`src/uartrb_pkg.sv`:
```
// ----------------------------------------------------------------------------
// uartrb_pkg
// Operation and status codes shared by the uart ring buffer block.
// ----------------------------------------------------------------------------
package uartrb_pkg;

  typedef enum logic [2:0] {
    OpHostWrite = 3'd0,
    OpHostRead  = 3'd1,
    OpHostPeek  = 3'd2,
    OpRxByte    = 3'd3,
    OpTxReady   = 3'd4,
    OpRxClear   = 3'd5
  } op_e;

  typedef enum logic [1:0] {
    StOk       = 2'd0,
    StRxEmpty  = 2'd1,
    StTxFull   = 2'd2,
    StRxDropped = 2'd3
  } status_e;

  localparam int unsigned ByteW    = 8;
  localparam int unsigned RxLevelW = 6;
  localparam int unsigned TxLevelW = 7;

endpackage

```
`src/uartrb_ram.sv`:
```
// ----------------------------------------------------------------------------
// uartrb_ram
// Generic single write port, single read port ram with registered read data.
// ----------------------------------------------------------------------------
module uartrb_ram #(
  parameter int unsigned Width = 8,
  parameter int unsigned Depth = 64
) (
  input  logic                     clk_i,
  input  logic                     we_i,
  input  logic [$clog2(Depth)-1:0] waddr_i,
  input  logic [Width-1:0]         wdata_i,
  input  logic [$clog2(Depth)-1:0] raddr_i,
  output logic [Width-1:0]         rdata_o
);

  logic [Width-1:0] mem_q [Depth];
  logic [Width-1:0] rdata_q;

  always_ff @(posedge clk_i) begin
    if (we_i) begin
      mem_q[waddr_i] <= wdata_i;
    end
    rdata_q <= mem_q[raddr_i];
  end

  assign rdata_o = rdata_q;

endmodule

```
`src/uart_rx_tx_ring_buffers.sv`:
```
// ----------------------------------------------------------------------------
// uart_rx_tx_ring_buffers
// Receive and transmit ring buffers between a host and a uart.
// ----------------------------------------------------------------------------
// A word is issued by raising start_i with operation_i, data_i, rx_error_i
// and shifter_empty_i; it is taken at the edge where start_i is high and
// busy_o is low. busy_o stays low: a new word can be issued every cycle.
// Exactly one result follows each word, in the cycle after it is taken, and is
// shown for a single cycle with done_o high. The result carries the status,
// the byte read or peeked, the byte handed to the transmit data register,
// both fill levels and the sticky overflow flag.
// The result is registered, as is the read of the two ring rams;
// pointers and counts update at the edge that takes the word, so the next
// word already sees the new state and throughput is one word per cycle.
// Reset clears pointers, counts and the overflow flag; ram contents stay
// undefined and are only read below the fill count.
// The receiver cannot stall: a result not taken in its cycle is gone.
// ----------------------------------------------------------------------------
module uart_rx_tx_ring_buffers #(
  parameter int unsigned RX_DEPTH = 64,
  parameter int unsigned TX_DEPTH = 64
) (
  input  logic                                clk_i,
  input  logic                                rst_ni,
  input  logic                                start_i,
  output logic                                busy_o,
  input  logic [2:0]                          operation_i,
  input  logic [uartrb_pkg::ByteW-1:0]        data_i,
  input  logic                                rx_error_i,
  input  logic                                shifter_empty_i,
  output logic                                done_o,
  output logic [1:0]                          status_o,
  output logic [uartrb_pkg::ByteW-1:0]        read_data_o,
  output logic                                send_valid_o,
  output logic [uartrb_pkg::ByteW-1:0]        send_data_o,
  output logic [uartrb_pkg::RxLevelW-1:0]     rx_level_o,
  output logic [uartrb_pkg::TxLevelW-1:0]     tx_level_o,
  output logic                                overflow_seen_o
);

  localparam int unsigned RxPtrW = $clog2(RX_DEPTH);
  localparam int unsigned TxPtrW = $clog2(TX_DEPTH);
  localparam int unsigned RxCntW = $clog2(RX_DEPTH);
  localparam int unsigned TxCntW = $clog2(TX_DEPTH + 1);

  logic              accept;
  logic [RxPtrW-1:0] rx_wr_ptr_q, rx_wr_ptr_d, rx_wr_ptr_inc;
  logic [RxPtrW-1:0] rx_rd_ptr_q, rx_rd_ptr_d, rx_rd_ptr_inc;
  logic [RxCntW-1:0] rx_cnt_q, rx_cnt_d;
  logic              ovf_q, ovf_d;
  logic [TxPtrW-1:0] tx_wr_ptr_q, tx_wr_ptr_d, tx_wr_ptr_inc;
  logic [TxPtrW-1:0] tx_rd_ptr_q, tx_rd_ptr_d, tx_rd_ptr_inc;
  logic [TxCntW-1:0] tx_cnt_q, tx_cnt_d;

  logic                         rx_we, tx_we;
  logic [uartrb_pkg::ByteW-1:0] rx_rdata, tx_rdata;

  logic                         done_q;
  uartrb_pkg::status_e          status_q, status_d;
  logic                         rd_sel_q, rd_sel_d;
  logic                         tx_sel_q, tx_sel_d;
  logic                         send_valid_q, send_valid_d;
  logic [uartrb_pkg::ByteW-1:0] send_byte_q, send_byte_d;

  assign busy_o = 1'b0;
  assign accept = start_i & ~busy_o;

  // wrap for depths that are not a power of two
  assign rx_wr_ptr_inc = (rx_wr_ptr_q == RxPtrW'(RX_DEPTH - 1)) ? '0 : rx_wr_ptr_q + 1'b1;
  assign rx_rd_ptr_inc = (rx_rd_ptr_q == RxPtrW'(RX_DEPTH - 1)) ? '0 : rx_rd_ptr_q + 1'b1;
  assign tx_wr_ptr_inc = (tx_wr_ptr_q == TxPtrW'(TX_DEPTH - 1)) ? '0 : tx_wr_ptr_q + 1'b1;
  assign tx_rd_ptr_inc = (tx_rd_ptr_q == TxPtrW'(TX_DEPTH - 1)) ? '0 : tx_rd_ptr_q + 1'b1;

  always_comb begin
    rx_wr_ptr_d  = rx_wr_ptr_q;
    rx_rd_ptr_d  = rx_rd_ptr_q;
    rx_cnt_d     = rx_cnt_q;
    ovf_d        = ovf_q;
    tx_wr_ptr_d  = tx_wr_ptr_q;
    tx_rd_ptr_d  = tx_rd_ptr_q;
    tx_cnt_d     = tx_cnt_q;
    rx_we        = 1'b0;
    tx_we        = 1'b0;
    status_d     = uartrb_pkg::StOk;
    rd_sel_d     = 1'b0;
    tx_sel_d     = 1'b0;
    send_valid_d = 1'b0;
    send_byte_d  = '0;
    if (accept) begin
      unique case (operation_i)
        uartrb_pkg::OpHostWrite: begin
          if ((tx_cnt_q == '0) && shifter_empty_i) begin
            send_valid_d = 1'b1;
            send_byte_d  = data_i;
          end else if (tx_cnt_q == TxCntW'(TX_DEPTH)) begin
            status_d = uartrb_pkg::StTxFull;
          end else begin
            tx_we       = 1'b1;
            tx_wr_ptr_d = tx_wr_ptr_inc;
            tx_cnt_d    = tx_cnt_q + 1'b1;
          end
        end
        uartrb_pkg::OpHostRead, uartrb_pkg::OpHostPeek: begin
          if (rx_cnt_q == '0) begin
            status_d = uartrb_pkg::StRxEmpty;
          end else begin
            rd_sel_d = 1'b1;
            if (operation_i == uartrb_pkg::OpHostRead) begin
              rx_rd_ptr_d = rx_rd_ptr_inc;
              rx_cnt_d    = rx_cnt_q - 1'b1;
            end
          end
        end
        uartrb_pkg::OpRxByte: begin
          if (rx_error_i) begin
            status_d = uartrb_pkg::StRxDropped;
          end else begin
            rx_we       = 1'b1;
            rx_wr_ptr_d = rx_wr_ptr_inc;
            // reaching full depth drops the whole ring
            if (rx_cnt_q == RxCntW'(RX_DEPTH - 1)) begin
              rx_cnt_d    = '0;
              rx_rd_ptr_d = rx_wr_ptr_inc;
              ovf_d       = 1'b1;
            end else begin
              rx_cnt_d = rx_cnt_q + 1'b1;
            end
          end
        end
        uartrb_pkg::OpTxReady: begin
          if (tx_cnt_q != '0) begin
            send_valid_d = 1'b1;
            tx_sel_d     = 1'b1;
            tx_rd_ptr_d  = tx_rd_ptr_inc;
            tx_cnt_d     = tx_cnt_q - 1'b1;
          end
        end
        uartrb_pkg::OpRxClear: begin
          rx_cnt_d    = '0;
          rx_rd_ptr_d = rx_wr_ptr_q;
        end
        default: begin
        end
      endcase
    end
  end

  always_ff @(posedge clk_i or negedge rst_ni) begin
    if (!rst_ni) begin
      rx_wr_ptr_q <= '0;
      rx_rd_ptr_q <= '0;
      rx_cnt_q    <= '0;
      ovf_q       <= 1'b0;
      tx_wr_ptr_q <= '0;
      tx_rd_ptr_q <= '0;
      tx_cnt_q    <= '0;
      done_q      <= 1'b0;
    end else begin
      rx_wr_ptr_q <= rx_wr_ptr_d;
      rx_rd_ptr_q <= rx_rd_ptr_d;
      rx_cnt_q    <= rx_cnt_d;
      ovf_q       <= ovf_d;
      tx_wr_ptr_q <= tx_wr_ptr_d;
      tx_rd_ptr_q <= tx_rd_ptr_d;
      tx_cnt_q    <= tx_cnt_d;
      done_q      <= accept;
    end
  end

  always_ff @(posedge clk_i) begin
    status_q     <= status_d;
    rd_sel_q     <= rd_sel_d;
    tx_sel_q     <= tx_sel_d;
    send_valid_q <= send_valid_d;
    send_byte_q  <= send_byte_d;
  end

  // read port follows the read pointer, so data for the taken word lands
  // in the ram output register at the same edge
  uartrb_ram #(
    .Width (uartrb_pkg::ByteW),
    .Depth (RX_DEPTH)
  ) u_rx_ram (
    .clk_i   (clk_i),
    .we_i    (rx_we),
    .waddr_i (rx_wr_ptr_q),
    .wdata_i (data_i),
    .raddr_i (rx_rd_ptr_q),
    .rdata_o (rx_rdata)
  );

  uartrb_ram #(
    .Width (uartrb_pkg::ByteW),
    .Depth (TX_DEPTH)
  ) u_tx_ram (
    .clk_i   (clk_i),
    .we_i    (tx_we),
    .waddr_i (tx_wr_ptr_q),
    .wdata_i (data_i),
    .raddr_i (tx_rd_ptr_q),
    .rdata_o (tx_rdata)
  );

  assign done_o          = done_q;
  assign status_o        = status_q;
  assign read_data_o     = rd_sel_q ? rx_rdata : '0;
  assign send_valid_o    = send_valid_q;
  assign send_data_o     = tx_sel_q ? tx_rdata : send_byte_q;
  assign rx_level_o      = uartrb_pkg::RxLevelW'(rx_cnt_q);
  assign tx_level_o      = uartrb_pkg::TxLevelW'(tx_cnt_q);
  assign overflow_seen_o = ovf_q;

endmodule

```
`config.mk`:
```
export PLATFORM = sky130hd
export DESIGN_NAME = uart_rx_tx_ring_buffers
export DESIGN_NICKNAME = d
export VERILOG_FILES = /design/src/uartrb_pkg.sv /design/src/uartrb_ram.sv /design/src/uart_rx_tx_ring_buffers.sv
export SDC_FILE = /design/constraint.sdc
export NUM_CORES = 1
export LEC_CHECK = 0
export ABC_AREA = 1
export BUFFER_PORTS_ARGS = -buffer_cell sky130_fd_sc_hd__buf_2
export CAP_MARGIN = 40
export CELL_PAD_IN_SITES_DETAIL_PLACEMENT = 0
export CELL_PAD_IN_SITES_GLOBAL_PLACEMENT = 2
export CORE_UTILIZATION = 39
export DETAILED_ROUTE_END_ITERATION = 8
export PLACE_DENSITY_LB_ADDON = 0.3
export SYNTH_ARGS = -nofsm -noshare
export SYNTH_HDL_FRONTEND = slang
export SYNTH_SLANG_ARGS = --single-unit
```
`constraint.sdc`:
```
create_clock -name clk_i -period 2.25 [get_ports clk_i]
set_clock_uncertainty 0.15 [all_clocks]
set_input_delay 0.1125 -clock clk_i [delete_from_list [all_inputs] [get_ports clk_i]]
set_output_delay 0.1125 -clock clk_i [all_outputs]
set_load 0.005 [all_outputs]
```
==> results.json, run 1 <==
{
  "crit_path_end_kind": "register",
  "p_comb_share_pct": 33.3,
  "required_ns": 2.43,
  "ctsRootBufferMaster": "clkbuf_16",
  "p_int_w": 0.0401,
  "dieArea_um2": 119000,
  "cp.depth": 8,
  "drtIter0Drc": 2400,
  "syn2layout_area_growth_pct": 18.6,
  "crit_end": "u_tx_ram.mem_q[60][5]$_DFFE_PP_",
  "powerDensity_nw_per_um2": 1150,
  "seq_area_um2": 32300,
  "die_h_um": 345,
  "status": "completed",
  "cp_slowest_cell": "nor2_1",
  "fin_crit_ns": 2.22,
  "clk_latency_ns": 0.72,
  "swShare_pct": 35.8,
  "critPathLaunchType": "register",
  "crit_top_cell": "nor2_1",
  "clock-sinks": 1092,
  "netlist_area_um2": 45800,
  "nFillCells": 10800,
  "hpwlAfterDp_um": 79700,
  "initial_core_util_pct": 39.4,
  "postPlaceCellArea_um2": 50100,
  "grt_pass1_vias": 29500,
  "fin_crit_sh_pct": 98.8,
  "htreeDepth": 3,
  "ys_seq_elements": 1092,
  "cp.arrival_ns": 2.40,
  "synth_top_flop_cell": "edfxtp_1",
  "crit_chain": "nor2_1 -> nand2_2 -> nor2_2 -> nor2_1 -> nand2_2 -> clkinv_4 -> nand2_1 -> nor2_1",
  "core_area_um2": 116000,
  "p_clk_share_pct": 29.4,
  "p_leak_nw": 20.9,
  "final_common_cell": "nand2_1",
  "critical-path-top-delay-family": "simple AND/OR/NAND/NOR gates",
  "final_nets": 4517,
  "cts_tree": "yes",
  "synthArstFlopShare_pct": 3.57,
  "worst_slew_pin_slew_ns": 0.784,
  "grt_pass1_wl_um": 190000,
  "setup_tns_ns": 0,
  "grt_use_total_pct": 21.4,
  "p_switching_w": 0.0223,
  "seq_area_frac_synth_pct": 70.5,
  "rr_endpoint": "u_tx_ram.mem_q[60][5]$_DFFE_PP_",
  "slew_headroom_pct": 47.3,
  "die_x_um": 345,
  "vias": 30700,
  "reg2reg_depth": 8,
  "synth_edf_count": 1024,
  "drv_slew": 0,
  "ys.warnings.count": 0,
  "syn_nets": 4224,
  "routed_via_density": 5.02,
  "layout_setup_ws_ns": 0.0272,
  "final_cell_area_um2": 54300,
  "overflow": 0,
  "seqPwrFrac_pct": 37.4,
  "path_clk_slew_ns": 0.06,
  "hold_viol": 0,
  "final_util_pct": 46.7,
  "r2r-start": "tx_level_o[1]$_DFFE_PN0P_",
  "grt_max_degree": 129,
  "ff2ff_setup_slack_ns": 0.03,
  "rsz0062_at_grt": "true",
  "setup.worst_path.start": "tx_level_o[1]$_DFFE_PN0P_",
  "setup_viol": 0,
  "totalWireLength_um": 127000,
  "ys_types": 48,
  "dp_slack_ns": -0.303,
  "ant_nets": 0,
  "place.gp.congestion": 0.805,
  "synth_cells": 4201,
  "worstSetupPathType": "register to register",
  "firstDrtPassIters": 6,
  "drc": 0,
  "clock_path_buffers": 3,
  "cts_buffers": 114,
  "io_pins": 51,
  "path_buf_inv": 1,
  "multiInputGateArea_um2": 11600,
  "wl_per_cell_um": 20.8,
  "timing.fmax_mhz": 450,
  "drive_gt1_share_pct": 14.1,
  "hold_class": "input pin to register",
  "critPathMaxFanout": 8,
  "maxCapViolCount": 0,
  "vdd_drop_max_v": 0.000652,
  "antenna_found_initial": 0,
  "avgSynthCellArea_um2": 10.9,
  "rows": 125,
  "most-common-layout-cells": "1227 x nand2_1, 1024 x edfxtp_1, 617 x nand3_1",
  "cpPeakStageDelay_ns": 0.60,
  "port-buffer-count": 49
}
==> area by class of cell <==
cell class | count | share of cell area, %
clock inverter | 72 | 1.10
multi-input combinational | 2623 | 21.4
tap | 1524 | 3.51
antenna | 1 | 0.00461
clock buffer | 140 | 5.58
timing repair buffer | 397 | 7.01
sequential | 1092 | 59.5
inverter | 266 | 1.92
==> metal layers <==
layer	wire length, um	GRT usage [%]	up-vias
met5	0	0	-
met4	2330	5.35	0
met3	6450	3.34	150
met2	58200	33.2	716
met1	60400	31.5	14900
li1	-	-	14900
==> flip-flops by register name, summed over array words and instances (netlist names) <==
signal,flops
u_tx_ram.rdata_o,8
done_o,1
tx_wr_ptr_q,6
send_valid_o,1
send_byte_q,8
rx_rd_ptr_q,6
u_rx_ram.rdata_o,8
status_o,2
rx_wr_ptr_q,6
tx_sel_q,1
tx_rd_ptr_q,6
u_rx_ram.mem_q,512
u_tx_ram.mem_q,512
tx_level_o,7
rd_sel_q,1
overflow_seen_o,1
rx_level_o,6
==> cell usage after synthesis (3+ instances only) <==
cell,count,area share (%)
buf_2,73,0.80
ha_1,7,0.19
dfrtp_1,39,2.1
clkbuf_1,101,0.83
dfxtp_1,29,1.3
o211ai_1,9,0.15
nand4_1,7,0.096
nand3_1,617,6.7
buf_6,6,0.15
nor3_1,12,0.13
or2_2,8,0.11
inv_1,251,2.1
buf_1,36,0.30
mux2_2,8,0.20
nand2_2,9,0.12
edfxtp_1,1024,67
clkinv_1,5,0.041
buf_4,3,0.049
a21oi_1,40,0.44
nand2_1,1237,10
o22ai_1,17,0.23
o21ai_1,15,0.16
nor2_1,424,3.5
nand3_4,5,0.19
o21ai_0,165,1.8
inv_2,8,0.066
xor2_1,16,0.31
==> how the worst min path moves through the flow <==
stage | start | end | cells past startpoint
detailed placement | rst_ni | rx_wr_ptr_q[0]$_DFFE_PN0P_ | 2
global route | start_i | done_o$_DFF_PN0_ | 2
finish | start_i | done_o$_DFF_PN0_ | 2
floorplan | rst_ni | done_o$_DFF_PN0_ | 0
CTS | start_i | done_o$_DFF_PN0_ | 2
global placement | rst_ni | rx_wr_ptr_q[0]$_DFFE_PN0P_ | 1
==> cells by family after synthesis <==
logic type | Yosys count | share of synthesized area, %
AOI/OAI and AO/OA | 253 | 2.91
xor gates and xnor gates | 19 | 0.380
adders and majority gates | 7 | 0.191
buffers and inverters | 486 | 4.34
DFF | 1092 | 70.5
muxes | 8 | 0.197
other | 1 | 0.00819
and+or+nand+nor | 2335 | 21.4
==> timing repair <==
item,4_1_cts,5_1_grt
setup buffers,3,7
setup endpoints to repair,333,281
gates resized for setup,16,43
hold endpoints to repair,1002,0
hold buffers,21,0
gates cloned,0,3
pin swaps,0,3
==> power by group through the flow <==
stage | logic [W] | clock network (W) | registers, W
finish | 0.0208 | 0.0183 | 0.0233
global route | 0.0229 | 0.0195 | 0.0234
global placement | 0.0205 | 0 | 0.0237
floorplan | 0.0117 | 0 | 0.0235
CTS | 0.0205 | 0.0187 | 0.0233
detailed placement | 0.0204 | 0 | 0.0238
==> worst reg2reg max path, cell delays in order (launching register included) <==
cell,delay (ns)
dfrtp_1,0.35
nor2_1,0.06
nand2_2,0.10
nor2_2,0.05
nor2_1,0.11
nand2_2,0.12
clkinv_4,0.11
nand2_1,0.20
nor2_1,0.60
==> through the flow <==
stage | power [W] | instances | hold slack, ns
2_1_floorplan | 0.0352 | 4201 | -0.333
3_3_place_gp | 0.0442 | 5867 | 0.117
3_5_place_dp | 0.0442 | 5868 | -0.0578
4_1_cts | 0.0626 | 6104 | 0.0199
5_1_grt | 0.0658 | 6114 | 0.0351
6_report | 0.0625 | 6115 | 0.0509
(Power assumes the default switching activity.)
==> run 2, diff against run 1 <==
RECOVER_POWER = 100   (was unset)
==> run 2 against run 1 <==
Net effect:
- the flow now finishes with violations (max-capacitance violations, max-slew violations, negative setup slack)
- maximum frequency down 1.3%
- largest power group unchanged
- flip-flop and latch count did not move
- die area is the same
- clock power is essentially flat
- via count is 0.25% lower
- largest cell class unchanged
- core utilization down 0.36 points
- register-to-register slack worse by 0.03 ns
==> results.json, run 2 (synthesis gave the netlist of run 1 again) <==
{
  "powerDensity_nw_per_um2": 1160,
  "hold_viol": 0,
  "drtIter0Drc": 2449,
  "grt_pass1_vias": 29500,
  "timing.fmax_mhz": 444,
  "cts_buffers": 114,
  "critPathMaxFanout": 23,
  "critPathLaunchType": "register",
  "total_power_w": 0.0623,
  "fin_crit_ns": 2.25,
  "initial_core_util_pct": 39.4,
  "hpwlAfterDp_um": 79700,
  "layout_setup_ws_ns": -0.00175,
  "drc": 0,
  "overflow": 0,
  "antenna_found_initial": 0,
  "cp.arrival_ns": 2.68,
  "rows": 125,
  "clock_path_buffers": 3,
  "slew_headroom_pct": -19.5,
  "ctsRootBufferMaster": "clkbuf_16",
  "place_inst": 5868,
  "clk_latency_ns": 0.73,
  "final_nets": 4517,
  "vdd_drop_max_v": 0.000637,
  "core_area_um2": 116000,
  "syn2layout_area_growth_pct": 17.7,
  "whs_ns": 0.0482,
  "ant_nets": 0,
  "final_util_pct": 46.3,
  "die_x_um": 345,
  "worst_slew_pin_slew_ns": 1.79,
  "fin_crit_sh_pct": 100,
  "nFillCells": 10900,
  "worstSetupPathType": "register to register",
  "most-common-layout-cells": "1232 x nand2_1, 1024 x edfxtp_1, 617 x nand3_1",
  "die_h_um": 345,
  "setup_viol": 1,
  "violations": "max-capacitance violations, max-slew violations, negative setup slack",
  "clock-sinks": 1092,
  "routed_via_density": 5.00,
  "htreeDepth": 3,
  "cts_tree": "yes",
  "firstDrtPassIters": 6,
  "crit_path_end_kind": "register",
  "final_common_cell": "nand2_1",
  "maxCapViolCount": 2,
  "final_cell_count_no_fill": 6115,
  "reg_top3": "u_rx_ram.mem_q: 512 flops, u_tx_ram.mem_q: 512 flops",
  "grt_pass1_wl_um": 190000,
  "grt_use_total_pct": 21.4,
  "drv_slew": 182,
  "hold_class": "input pin to register",
  "grt_max_degree": 129,
  "place.gp.congestion": 0.805,
  "vias": 30600,
  "drive_gt1_share_pct": 13.1,
  "status": "complete, but fails checks",
  "path_clk_slew_ns": 0.07,
  "port-buffer-count": 49,
  "required_ns": 2.68,
  "io_pins": 51,
  "dieArea_um2": 119000,
  "totalWireLength_um": 127000,
  "rsz0062_at_grt": "true",
  "p_leak_nw": 20.6,
  "dp_slack_ns": -0.303,
  "wl_per_cell_um": 20.8
}
run 2: per-layer routing:
metal / track usage, % / routed length [um]
met1: 31.5 / 60000
met2: 33.2 / 58200
met3: 3.34 / 6810
met4: 5.35 / 2360
met5: 0 / 0
run 2: per-stage QoR:
step | cell area [um2] | TNS, ns
floorplan | 45800 | 0
global placement | 50100 | -33.22
detailed placement | 50100 | -30.53
CTS | 54000 | -0.592
global route | 53900 | -34.45
finish | 53900 | -0.00175
run 2: repair_timing:
item                                     CTS  global route
hold buffers                              21             0
gates resized for setup                   16            43
setup buffers                              3             7
cloned                                     0             3
hold endpoints to repair                1002             0
pin swaps                                  0             3
endpoints found under the setup margin   333           281
run 2: final timing paths:
kind,from,end,slack [ns],cells past startpoint
worst min-delay path,start_i,done_o$_DFF_PN0_,0.05,2
worst max-delay path,rx_rd_ptr_q[0]$_DFFE_PN0P_,u_rx_ram.rdata_o[7]$_DFF_P_,-0.002,11
min in group asynchronous,rst_ni,rx_wr_ptr_q[0]$_DFFE_PN0P_,0.55,4
worst max register to register,rx_rd_ptr_q[0]$_DFFE_PN0P_,u_rx_ram.rdata_o[7]$_DFF_P_,-0.002,11
max in group asynchronous,rst_ni,rx_level_o[4]$_DFFE_PN0P_,0.36,5
worst min register to register,rx_rd_ptr_q[4]$_DFFE_PN0P_,rx_rd_ptr_q[4]$_DFFE_PN0P_,0.38,2
run 2: area by class of cell:
class | instances | area, um2 | area share, %
flip-flops and latches | 1092 | 32300 | 60.0
multi-input cells | 2623 | 11500 | 21.4
repair buffers | 397 | 3470 | 6.44
clock buffers | 140 | 3030 | 5.63
well taps | 1524 | 1910 | 3.54
inverters | 266 | 1030 | 1.91
clock inverters | 72 | 596 | 1.10
diodes | 1 | 2.50 | 0.00464
run 2: power by group:
group / switching [W] / total [W] / internal, W
Sequential: 0.000593 / 0.0233 / 0.0227
Combinational: 0.0138 / 0.0206 / 0.00678
Clock: 0.00789 / 0.0184 / 0.0105
run 2: worst max-delay path, cell delays in order (launching register included):
cell	delay (ns)
dfrtp_2	0.59
clkinv_8	0.18
buf_12	0.20
buf_4	0.17
nand2_1	0.05
nand3_1	0.06
nand3_1	0.10
nand2_1	0.05
a21oi_1	0.17
nor2_1	0.10
nand2_1	0.18
nand2_1	0.07
